File: config.mk
export PLATFORM = sky130hd
export DESIGN_NAME = telnet_receive_negotiator
export DESIGN_NICKNAME = d
export VERILOG_FILES = /design/src/trn_pkg.sv /design/src/trn_front.sv /design/src/trn_queue.sv /design/src/trn_back.sv /design/src/telnet_receive_negotiator.sv
export SDC_FILE = /design/constraint.sdc
export NUM_CORES = 1
export LEC_CHECK = 0
export BUFFER_PORTS_ARGS = -buffer_cell sky130_fd_sc_hd__buf_2
export CAP_MARGIN = 20
export CORE_ASPECT_RATIO = 1.5
export CORE_MARGIN = 1
export CORE_UTILIZATION = 52
export DETAILED_ROUTE_END_ITERATION = 8
export PLACE_DENSITY = 0.69
export SYNTH_ARGS = -nofsm -noshare
export SYNTH_HDL_FRONTEND = slang
export SYNTH_SLANG_ARGS = --single-unit
File: constraint.sdc
create_clock -name clk_i -period 5.65 [get_ports clk_i]
set_clock_uncertainty 0.2 [all_clocks]
set_input_delay 1.13 -clock clk_i [delete_from_list [all_inputs] [get_ports clk_i]]
set_output_delay 1.13 -clock clk_i [all_outputs]
set_load 0.01 [all_outputs]
File: src/trn_pkg.sv
`timescale 1ns / 1ps

package trn_pkg;

  // Telnet command codes.
  localparam logic [7:0] Iac  = 8'd255;
  localparam logic [7:0] Dont = 8'd254;
  localparam logic [7:0] Do   = 8'd253;
  localparam logic [7:0] Wont = 8'd252;
  localparam logic [7:0] Will = 8'd251;
  localparam logic [7:0] Sb   = 8'd250;
  localparam logic [7:0] Se   = 8'd240;

  // Option codes that get special handling.
  localparam logic [7:0] OptEcho = 8'd1;
  localparam logic [7:0] OptTerm = 8'd24;

  // Terminal-type reply length and default queue depth.
  localparam int unsigned TermLen       = 11;
  localparam int unsigned DefQueueDepth = 2;

  localparam int unsigned IdxW = $clog2(TermLen);

  // Kinds of work the front end hands to the back end.
  typedef enum logic [1:0] {
    JobData,
    JobReply,
    JobTerm
  } job_kind_e;

  typedef struct packed {
    job_kind_e  kind;
    logic [7:0] verb;
    logic [7:0] val;
  } job_t;

  // Terminal-type subnegotiation reply: IAC SB 24 0 "vt320" IAC SE.
  function automatic logic [7:0] term_byte(input logic [IdxW-1:0] idx);
    logic [7:0] b;
    case (idx)
      4'd0:    b = Iac;
      4'd1:    b = Sb;
      4'd2:    b = OptTerm;
      4'd3:    b = 8'd0;
      4'd4:    b = 8'h76;
      4'd5:    b = 8'h74;
      4'd6:    b = 8'h33;
      4'd7:    b = 8'h32;
      4'd8:    b = 8'h30;
      4'd9:    b = Iac;
      4'd10:   b = Se;
      default: b = 8'd0;
    endcase
    return b;
  endfunction

endpackage

File: src/trn_front.sv
`timescale 1ns / 1ps

module trn_front (
  input  logic          clk_i,
  input  logic          rst_ni,
  input  logic [7:0]    rx_byte_i,
  input  logic          rx_valid_i,
  output logic          rx_ready_o,
  input  logic          q_full_i,
  output logic          push_o,
  output trn_pkg::job_t job_o
);

  localparam logic [1:0] ModeData = 2'd0;
  localparam logic [1:0] ModeCmd  = 2'd1;
  localparam logic [1:0] ModeOpt  = 2'd2;
  localparam logic [1:0] ModeSkip = 2'd3;

  logic [1:0]    mode_q, mode_d;
  logic [7:0]    cmd_q, cmd_d;
  logic          echo_q, echo_d;
  logic          accept;
  logic          job_valid;
  trn_pkg::job_t job;

  // A byte is taken whenever the queue has room for the work it might cause.
  assign rx_ready_o = !q_full_i;
  assign accept     = rx_valid_i && rx_ready_o;
  assign push_o     = accept && job_valid;
  assign job_o      = job;

  // Parser: next state and the job, if any, for the current byte.
  always_comb begin
    mode_d    = mode_q;
    cmd_d     = cmd_q;
    echo_d    = echo_q;
    job_valid = 1'b0;
    job.kind  = trn_pkg::JobData;
    job.verb  = trn_pkg::Iac;
    job.val   = rx_byte_i;
    case (mode_q)
      ModeData: begin
        if (rx_byte_i == trn_pkg::Iac) begin
          mode_d = ModeCmd;
        end else if (echo_q) begin
          job_valid = 1'b1;
        end
      end
      ModeCmd: begin
        cmd_d = rx_byte_i;
        if (rx_byte_i inside {trn_pkg::Sb, trn_pkg::Will, trn_pkg::Wont,
                              trn_pkg::Do, trn_pkg::Dont}) begin
          mode_d = ModeOpt;
        end else begin
          mode_d = ModeData;
        end
      end
      ModeOpt: begin
        mode_d   = (cmd_q == trn_pkg::Sb) ? ModeSkip : ModeData;
        job.kind = trn_pkg::JobReply;
        if (rx_byte_i == trn_pkg::OptEcho) begin
          if (cmd_q == trn_pkg::Will) begin
            echo_d    = 1'b1;
            job_valid = 1'b1;
            job.verb  = trn_pkg::Do;
          end else if (cmd_q == trn_pkg::Wont) begin
            echo_d    = 1'b0;
            job_valid = 1'b1;
            job.verb  = trn_pkg::Dont;
          end else if (cmd_q == trn_pkg::Do || cmd_q == trn_pkg::Dont) begin
            job_valid = 1'b1;
            job.verb  = trn_pkg::Wont;
          end
        end else if (rx_byte_i == trn_pkg::OptTerm) begin
          if (cmd_q == trn_pkg::Sb) begin
            job_valid = 1'b1;
            job.kind  = trn_pkg::JobTerm;
          end else if (cmd_q == trn_pkg::Will) begin
            job_valid = 1'b1;
            job.verb  = trn_pkg::Dont;
          end else if (cmd_q == trn_pkg::Do) begin
            job_valid = 1'b1;
            job.verb  = trn_pkg::Will;
          end
        end else if (rx_byte_i inside {[8'd0:8'd37], 8'd39, 8'd255}) begin
          if (cmd_q == trn_pkg::Will) begin
            job_valid = 1'b1;
            job.verb  = trn_pkg::Dont;
          end else if (cmd_q == trn_pkg::Do) begin
            job_valid = 1'b1;
            job.verb  = trn_pkg::Wont;
          end
        end
      end
      default: begin
        if (rx_byte_i == trn_pkg::Iac) begin
          mode_d = ModeCmd;
        end
      end
    endcase
  end

  // Parser state registers.
  always_ff @(posedge clk_i or negedge rst_ni) begin
    if (!rst_ni) begin
      mode_q <= ModeData;
      cmd_q  <= trn_pkg::Sb;
      echo_q <= 1'b1;
    end else if (accept) begin
      mode_q <= mode_d;
      cmd_q  <= cmd_d;
      echo_q <= echo_d;
    end
  end

endmodule

File: src/trn_queue.sv
`timescale 1ns / 1ps

module trn_queue #(
  parameter int unsigned Depth = trn_pkg::DefQueueDepth
) (
  input  logic          clk_i,
  input  logic          rst_ni,
  input  logic          push_i,
  input  trn_pkg::job_t job_i,
  output logic          full_o,
  input  logic          pop_i,
  output logic          empty_o,
  output trn_pkg::job_t head_o
);

  localparam int unsigned PtrW = (Depth > 1) ? $clog2(Depth) : 1;
  localparam int unsigned CntW = $clog2(Depth + 1);
  localparam logic [PtrW-1:0] LastPtr = PtrW'(Depth - 1);
  localparam logic [CntW-1:0] FullCnt = CntW'(Depth);

  trn_pkg::job_t     mem_q [Depth];
  logic [PtrW-1:0]   wr_ptr_q, rd_ptr_q;
  logic [CntW-1:0]   cnt_q;
  logic              do_push, do_pop;

  assign full_o  = (cnt_q == FullCnt);
  assign empty_o = (cnt_q == '0);
  assign head_o  = mem_q[rd_ptr_q];
  assign do_push = push_i && !full_o;
  assign do_pop  = pop_i && !empty_o;

  // Storage for queued jobs.
  always_ff @(posedge clk_i) begin
    if (do_push) begin
      mem_q[wr_ptr_q] <= job_i;
    end
  end

  // Pointers and fill count.
  always_ff @(posedge clk_i or negedge rst_ni) begin
    if (!rst_ni) begin
      wr_ptr_q <= '0;
      rd_ptr_q <= '0;
      cnt_q    <= '0;
    end else begin
      if (do_push) begin
        wr_ptr_q <= (wr_ptr_q == LastPtr) ? '0 : wr_ptr_q + 1'b1;
      end
      if (do_pop) begin
        rd_ptr_q <= (rd_ptr_q == LastPtr) ? '0 : rd_ptr_q + 1'b1;
      end
      if (do_push && !do_pop) begin
        cnt_q <= cnt_q + 1'b1;
      end else if (do_pop && !do_push) begin
        cnt_q <= cnt_q - 1'b1;
      end
    end
  end

endmodule

File: src/trn_back.sv
`timescale 1ns / 1ps

module trn_back (
  input  logic          clk_i,
  input  logic          rst_ni,
  input  logic          empty_i,
  input  trn_pkg::job_t head_i,
  output logic          pop_o,
  output logic          dest_o,
  output logic [7:0]    out_byte_o,
  output logic          last_o,
  output logic          out_valid_o,
  input  logic          out_ready_i
);

  localparam logic [trn_pkg::IdxW-1:0] ReplyLast = trn_pkg::IdxW'(2);
  localparam logic [trn_pkg::IdxW-1:0] TermLast  = trn_pkg::IdxW'(trn_pkg::TermLen - 1);

  logic [trn_pkg::IdxW-1:0] idx_q;
  logic                     valid_q;
  logic                     dest_q, last_q;
  logic [7:0]               byte_q;
  logic                     load;
  logic                     w_dest, w_last;
  logic [7:0]               w_byte;

  // The output register takes a new word when empty or being drained.
  assign load  = !empty_i && (!valid_q || out_ready_i);
  assign pop_o = load && w_last;

  // Word selection for the current job and position.
  always_comb begin
    w_dest = 1'b1;
    w_last = 1'b0;
    w_byte = head_i.val;
    case (head_i.kind)
      trn_pkg::JobData: begin
        w_dest = 1'b0;
        w_last = 1'b1;
      end
      trn_pkg::JobReply: begin
        w_last = (idx_q == ReplyLast);
        if (idx_q == '0) begin
          w_byte = trn_pkg::Iac;
        end else if (idx_q == trn_pkg::IdxW'(1)) begin
          w_byte = head_i.verb;
        end
      end
      trn_pkg::JobTerm: begin
        w_last = (idx_q == TermLast);
        w_byte = trn_pkg::term_byte(idx_q);
      end
      default: begin
        w_last = 1'b1;
      end
    endcase
  end

  // Word counter and output valid.
  always_ff @(posedge clk_i or negedge rst_ni) begin
    if (!rst_ni) begin
      idx_q   <= '0;
      valid_q <= 1'b0;
    end else begin
      if (load) begin
        idx_q   <= w_last ? '0 : idx_q + 1'b1;
        valid_q <= 1'b1;
      end else if (out_ready_i) begin
        valid_q <= 1'b0;
      end
    end
  end

  // Output payload.
  always_ff @(posedge clk_i) begin
    if (load) begin
      dest_q <= w_dest;
      byte_q <= w_byte;
      last_q <= w_last;
    end
  end

  assign dest_o      = dest_q;
  assign out_byte_o  = byte_q;
  assign last_o      = last_q;
  assign out_valid_o = valid_q;

endmodule

File: src/telnet_receive_negotiator.sv
`timescale 1ns / 1ps

// Receive-side telnet negotiator. Each accepted rx byte is parsed in the
// same cycle and, if it causes output, queued as one job; a back end turns
// jobs into words through a registered output, one word per cycle while
// out_ready is high; data bytes pass only while echo is on. A negotiation
// reply is three words and a terminal-type reply eleven; meanwhile the
// input keeps being taken until the job queue of QueueDepth entries is
// full. dest is 0 for terminal bytes and 1 for bytes to the peer, and last
// marks the final word caused by one input byte.
module telnet_receive_negotiator #(
  parameter int unsigned QueueDepth = trn_pkg::DefQueueDepth
) (
  input  logic       clk_i,
  input  logic       rst_ni,
  input  logic [7:0] rx_byte_i,
  input  logic       rx_valid_i,
  output logic       rx_ready_o,
  output logic       dest_o,
  output logic [7:0] out_byte_o,
  output logic       last_o,
  output logic       out_valid_o,
  input  logic       out_ready_i
);

  logic          push, pop, full, empty;
  trn_pkg::job_t job_in, job_head;

  // Parser.
  trn_front u_front (
    .clk_i      (clk_i),
    .rst_ni     (rst_ni),
    .rx_byte_i  (rx_byte_i),
    .rx_valid_i (rx_valid_i),
    .rx_ready_o (rx_ready_o),
    .q_full_i   (full),
    .push_o     (push),
    .job_o      (job_in)
  );

  // Job queue.
  trn_queue #(
    .Depth (QueueDepth)
  ) u_queue (
    .clk_i   (clk_i),
    .rst_ni  (rst_ni),
    .push_i  (push),
    .job_i   (job_in),
    .full_o  (full),
    .pop_i   (pop),
    .empty_o (empty),
    .head_o  (job_head)
  );

  // Word generator.
  trn_back u_back (
    .clk_i       (clk_i),
    .rst_ni      (rst_ni),
    .empty_i     (empty),
    .head_i      (job_head),
    .pop_o       (pop),
    .dest_o      (dest_o),
    .out_byte_o  (out_byte_o),
    .last_o      (last_o),
    .out_valid_o (out_valid_o),
    .out_ready_i (out_ready_i)
  );

endmodule
==> summary.txt <==
Route
  – DRT Pass-1 Iters: 4
  – Drc violations: 0
  – Post-route antenna net violation count: 0
  – Per-cell routed wire length: 15.9 µm
  – Initial DRC count: 161
  – Via count: 1994
  – Routed wire length: 5.49 mm
  – Vias per inst: 5.80

GRT
  – Largest net degree at the start of global routing: 21
  – Met3 Track Usage GR: 0.0206
  – Grt ovf: 0
  – Gr usage total: 0.201
  – Global-route wire length before repair: 9.20 mm
  – Initial antenna violation count: 0
  – Global route hottest layer: met2
  – Vias in the first global route: 1939
  – Routing usage on met1: 0.221
  – Met2 Usage GRT: 0.372

Logic synthesis
  – Mux cell area share after synthesis: 0.0650
  – Ys Warns: 0
  – Fraction of the mapped netlist area in adder cells: 0.0556
  – XOR/XNOR share of the synthesized area: 0.0180
  – Synth Area in Compound Gates: 0.151
  – #FFs+latches synth: 56
  – Asr flop ratio synth: 0.357
  – Synth Area in Simple Gates: 0.134
  – Mapped Avg Cell Area: 11.7 µm²
  – Register area share after synthesis: 0.543
  – Mapped Nets: 276
  – Gate Count Post-Synth: 251
  – Cell Area, Synth: 2930 µm²
  – Dominant synthesized flop cell: edfxtp_1
  – Synth cell types: 56
  – Post-synth EDFFs: 36
  – Largest family of logic cells by synthesized area: compound AO/OA/AOI/OAI gates

Clocking
  – Root Buffer Master: clkbuf_8
  – CTS Buf Count: 5
  – Post-cts gate resize count: 0
  – Clock latency on the worst-skew pair: 290 ps
  – H-tree levels: 2
  – Post-CTS setup buffers: 0
  – CTS Hold Buffers Added: 0
  – TritonCTS clock tree: built
  – Reg clk slew, reported paths: 90 ps
  – Max Buffers Root-to-Sink: 2
  – Clock tree sinks: 56

STA
  – Worst slew margin: 0.331
  – Max Freq: 0.272 GHz
  – Final Worst Setup Slack: 1970 ps
  – Final worst path period share: 0.651
  – Final setup fails: 0
  – Setup TNS Final: 0 ps
  – Worst slew pin tran: 1000 ps
  – Final min period: 3680 ps
  – Slew Viols, Final: 0
  – RSZ-0062 raised after global routing: false
  – Hold Fails Final Rpt: 0

Floorplan
  – IO Count: 24
  – Die H: 93.9 µm
  – Die Footprint: 5940 µm²
  – Die W: 63.3 µm
  – Initial core utilization: 0.537
  – Core area: 5450 µm²
  – Rows: 33

Cells and area
  – Layout cells sized above 1: 0.204
  – Commonest non-fill, non-tap cell in the layout: edfxtp_1
  – Area growth syn-to-layout: 9.32%
  – Number of diodes: 0
  – Most frequent cells in the layout: edfxtp_1 (36), buf_2 (23), nand2_1 (20)
  – Post-layout nets: 298
  – Final Non-Filler Cells: 344

Power
  – Leakage: 1.24 nW
  – Max VDD drop: 235 µV
  – Power per cell area: 479 nW/µm²

Critical path
  – Crit path DAT: 3400 ps
  – Setup crit end kind: flip-flop
  – CP max FO: 13
  – Crit Path Class: in2reg
  – Crit path required time: 5370 ps
  – Worst setup SP type: input pin

Placement
  – Post-DP HPWL: 4.21 mm
  – DP Worst Slack: 1610 ps
  – GPL Wtd Cong: 0.906
  – I/O Buffers: 23
  – Dpl cells: 335

Run
  – Max cap viols: 0

Hold path
  – Hold Path Class: reg2reg

Status
  – Status: completed
[power by group]
| group | leakage (nW) | switching [W] | internal (W) |
|---|---|---|---|
| Sequential | 0.575 | 0.000122 | 0.000606 |
| Clock | 0.0445 | 0.000125 | 0.0000882 |
| Combinational | 0.616 | 0.000332 | 0.000259 |
| Total | 1.24 | 0.000580 | 0.000953 |
[state kept, by name (all words and copies together), names as in the netlist]
register	cells
u_back.last_o	1
u_back.out_byte_o	8
u_back.out_valid_o	1
u_queue.cnt_q	2
u_front.echo_q	1
u_back.idx_q	4
u_queue.rd_ptr_q	1
u_queue.mem_q	26
u_front.cmd_q	8
u_back.dest_o	1
u_queue.wr_ptr_q	1
u_front.mode_q	2
[metal layers]
metal / wire (µm) / up-vias
met2: 3000 / 36
met1: 2210 / 958
met5: 0 / -
li1: - / 986
met4: 202 / 0
met3: 79 / 14
[stage by stage]
step	instance area, µm²	hold WS, ps	total power (W)	util
2_1_floorplan	2930	280	0.00115	-
5_1_grt	3200	345	0.00165	0.587
4_1_cts	3190	318	0.00154	0.585
3_5_place_dp	3100	298	0.00133	0.568
3_3_place_gp	3100	278	0.00131	0.568
6_report	3200	312	0.00153	0.587
[Yosys cell counts (all sizes together) (2+ instances only)]
library cell,instances,area (µm²)
a311oi,2,17.5
inv,15,56.3
a21oi,5,25.0
mux2i,10,100
xnor2,2,17.5
nor3,2,21.3
ha,13,163
or3,5,36.3
dfstp,7,184
xor2,4,35.0
nand3b,2,15.0
nand3,5,25.0
nor2b,7,43.8
mux2,8,90.1
buf,2,15.0
nor2,9,33.8
nand2,20,75.1
clkbuf,7,26.3
nand4,3,18.8
a21boi,4,30.0
a221oi,3,26.3
o2bb2ai,4,35.0
o21ai,20,100
o211ai,4,30.0
o2111ai,2,17.5
or2,2,12.5
a31oi,2,12.5
nand2b,6,37.5
and2,2,12.5
dfrtp,13,325
o22ai,5,31.3
a211oi,3,22.5
edfxtp,36,1080
[cell type report]
class / instances / area [µm²]
Clock buffer: 5 / 68.8
Tap cell: 70 / 87.6
Multi-Input combinational cell: 171 / 1250
Timing Repair Buffer: 24 / 126
Inverter: 15 / 56.3
Clock inverter: 3 / 21.3
Fill cell: 498 / 2250
Sequential cell: 56 / 1590
[kinds of logic after synthesis]
| logic type | after synthesis |
|---|---|
| simple gates | 70 |
| compound gates | 64 |
| flops | 56 |
| buf+inv | 24 |
| mux | 18 |
| fa+ha+maj | 13 |
| xor+xnor | 6 |
[worst max-delay path, cell delays in order]
cell      delay, ps
buf_2           230
nand4_1         150
or2_1           260
a311oi_1        500
o21ai_1         230
a211oi_2        890
[path summary, 6_finish.rpt]
path                                        from                    to  slack (ps)  cells after the start
worst min register to register  u_queue.cnt_q[1]      u_queue.cnt_q[1]         310                      1
worst min-delay path            u_queue.cnt_q[1]      u_queue.cnt_q[1]         310                      1
worst max register to register  u_queue.rd_ptr_q      u_queue.cnt_q[1]        2520                     10
worst max-delay path                rx_byte_i[5]  u_queue.mem_q[0][10]        1970                      6
max in group asynchronous                 rst_ni        u_front.echo_q        4340                      1
min in group asynchronous                 rst_ni       u_back.idx_q[3]         570                      1
Note: power is estimated with default switching activity, not from simulation.
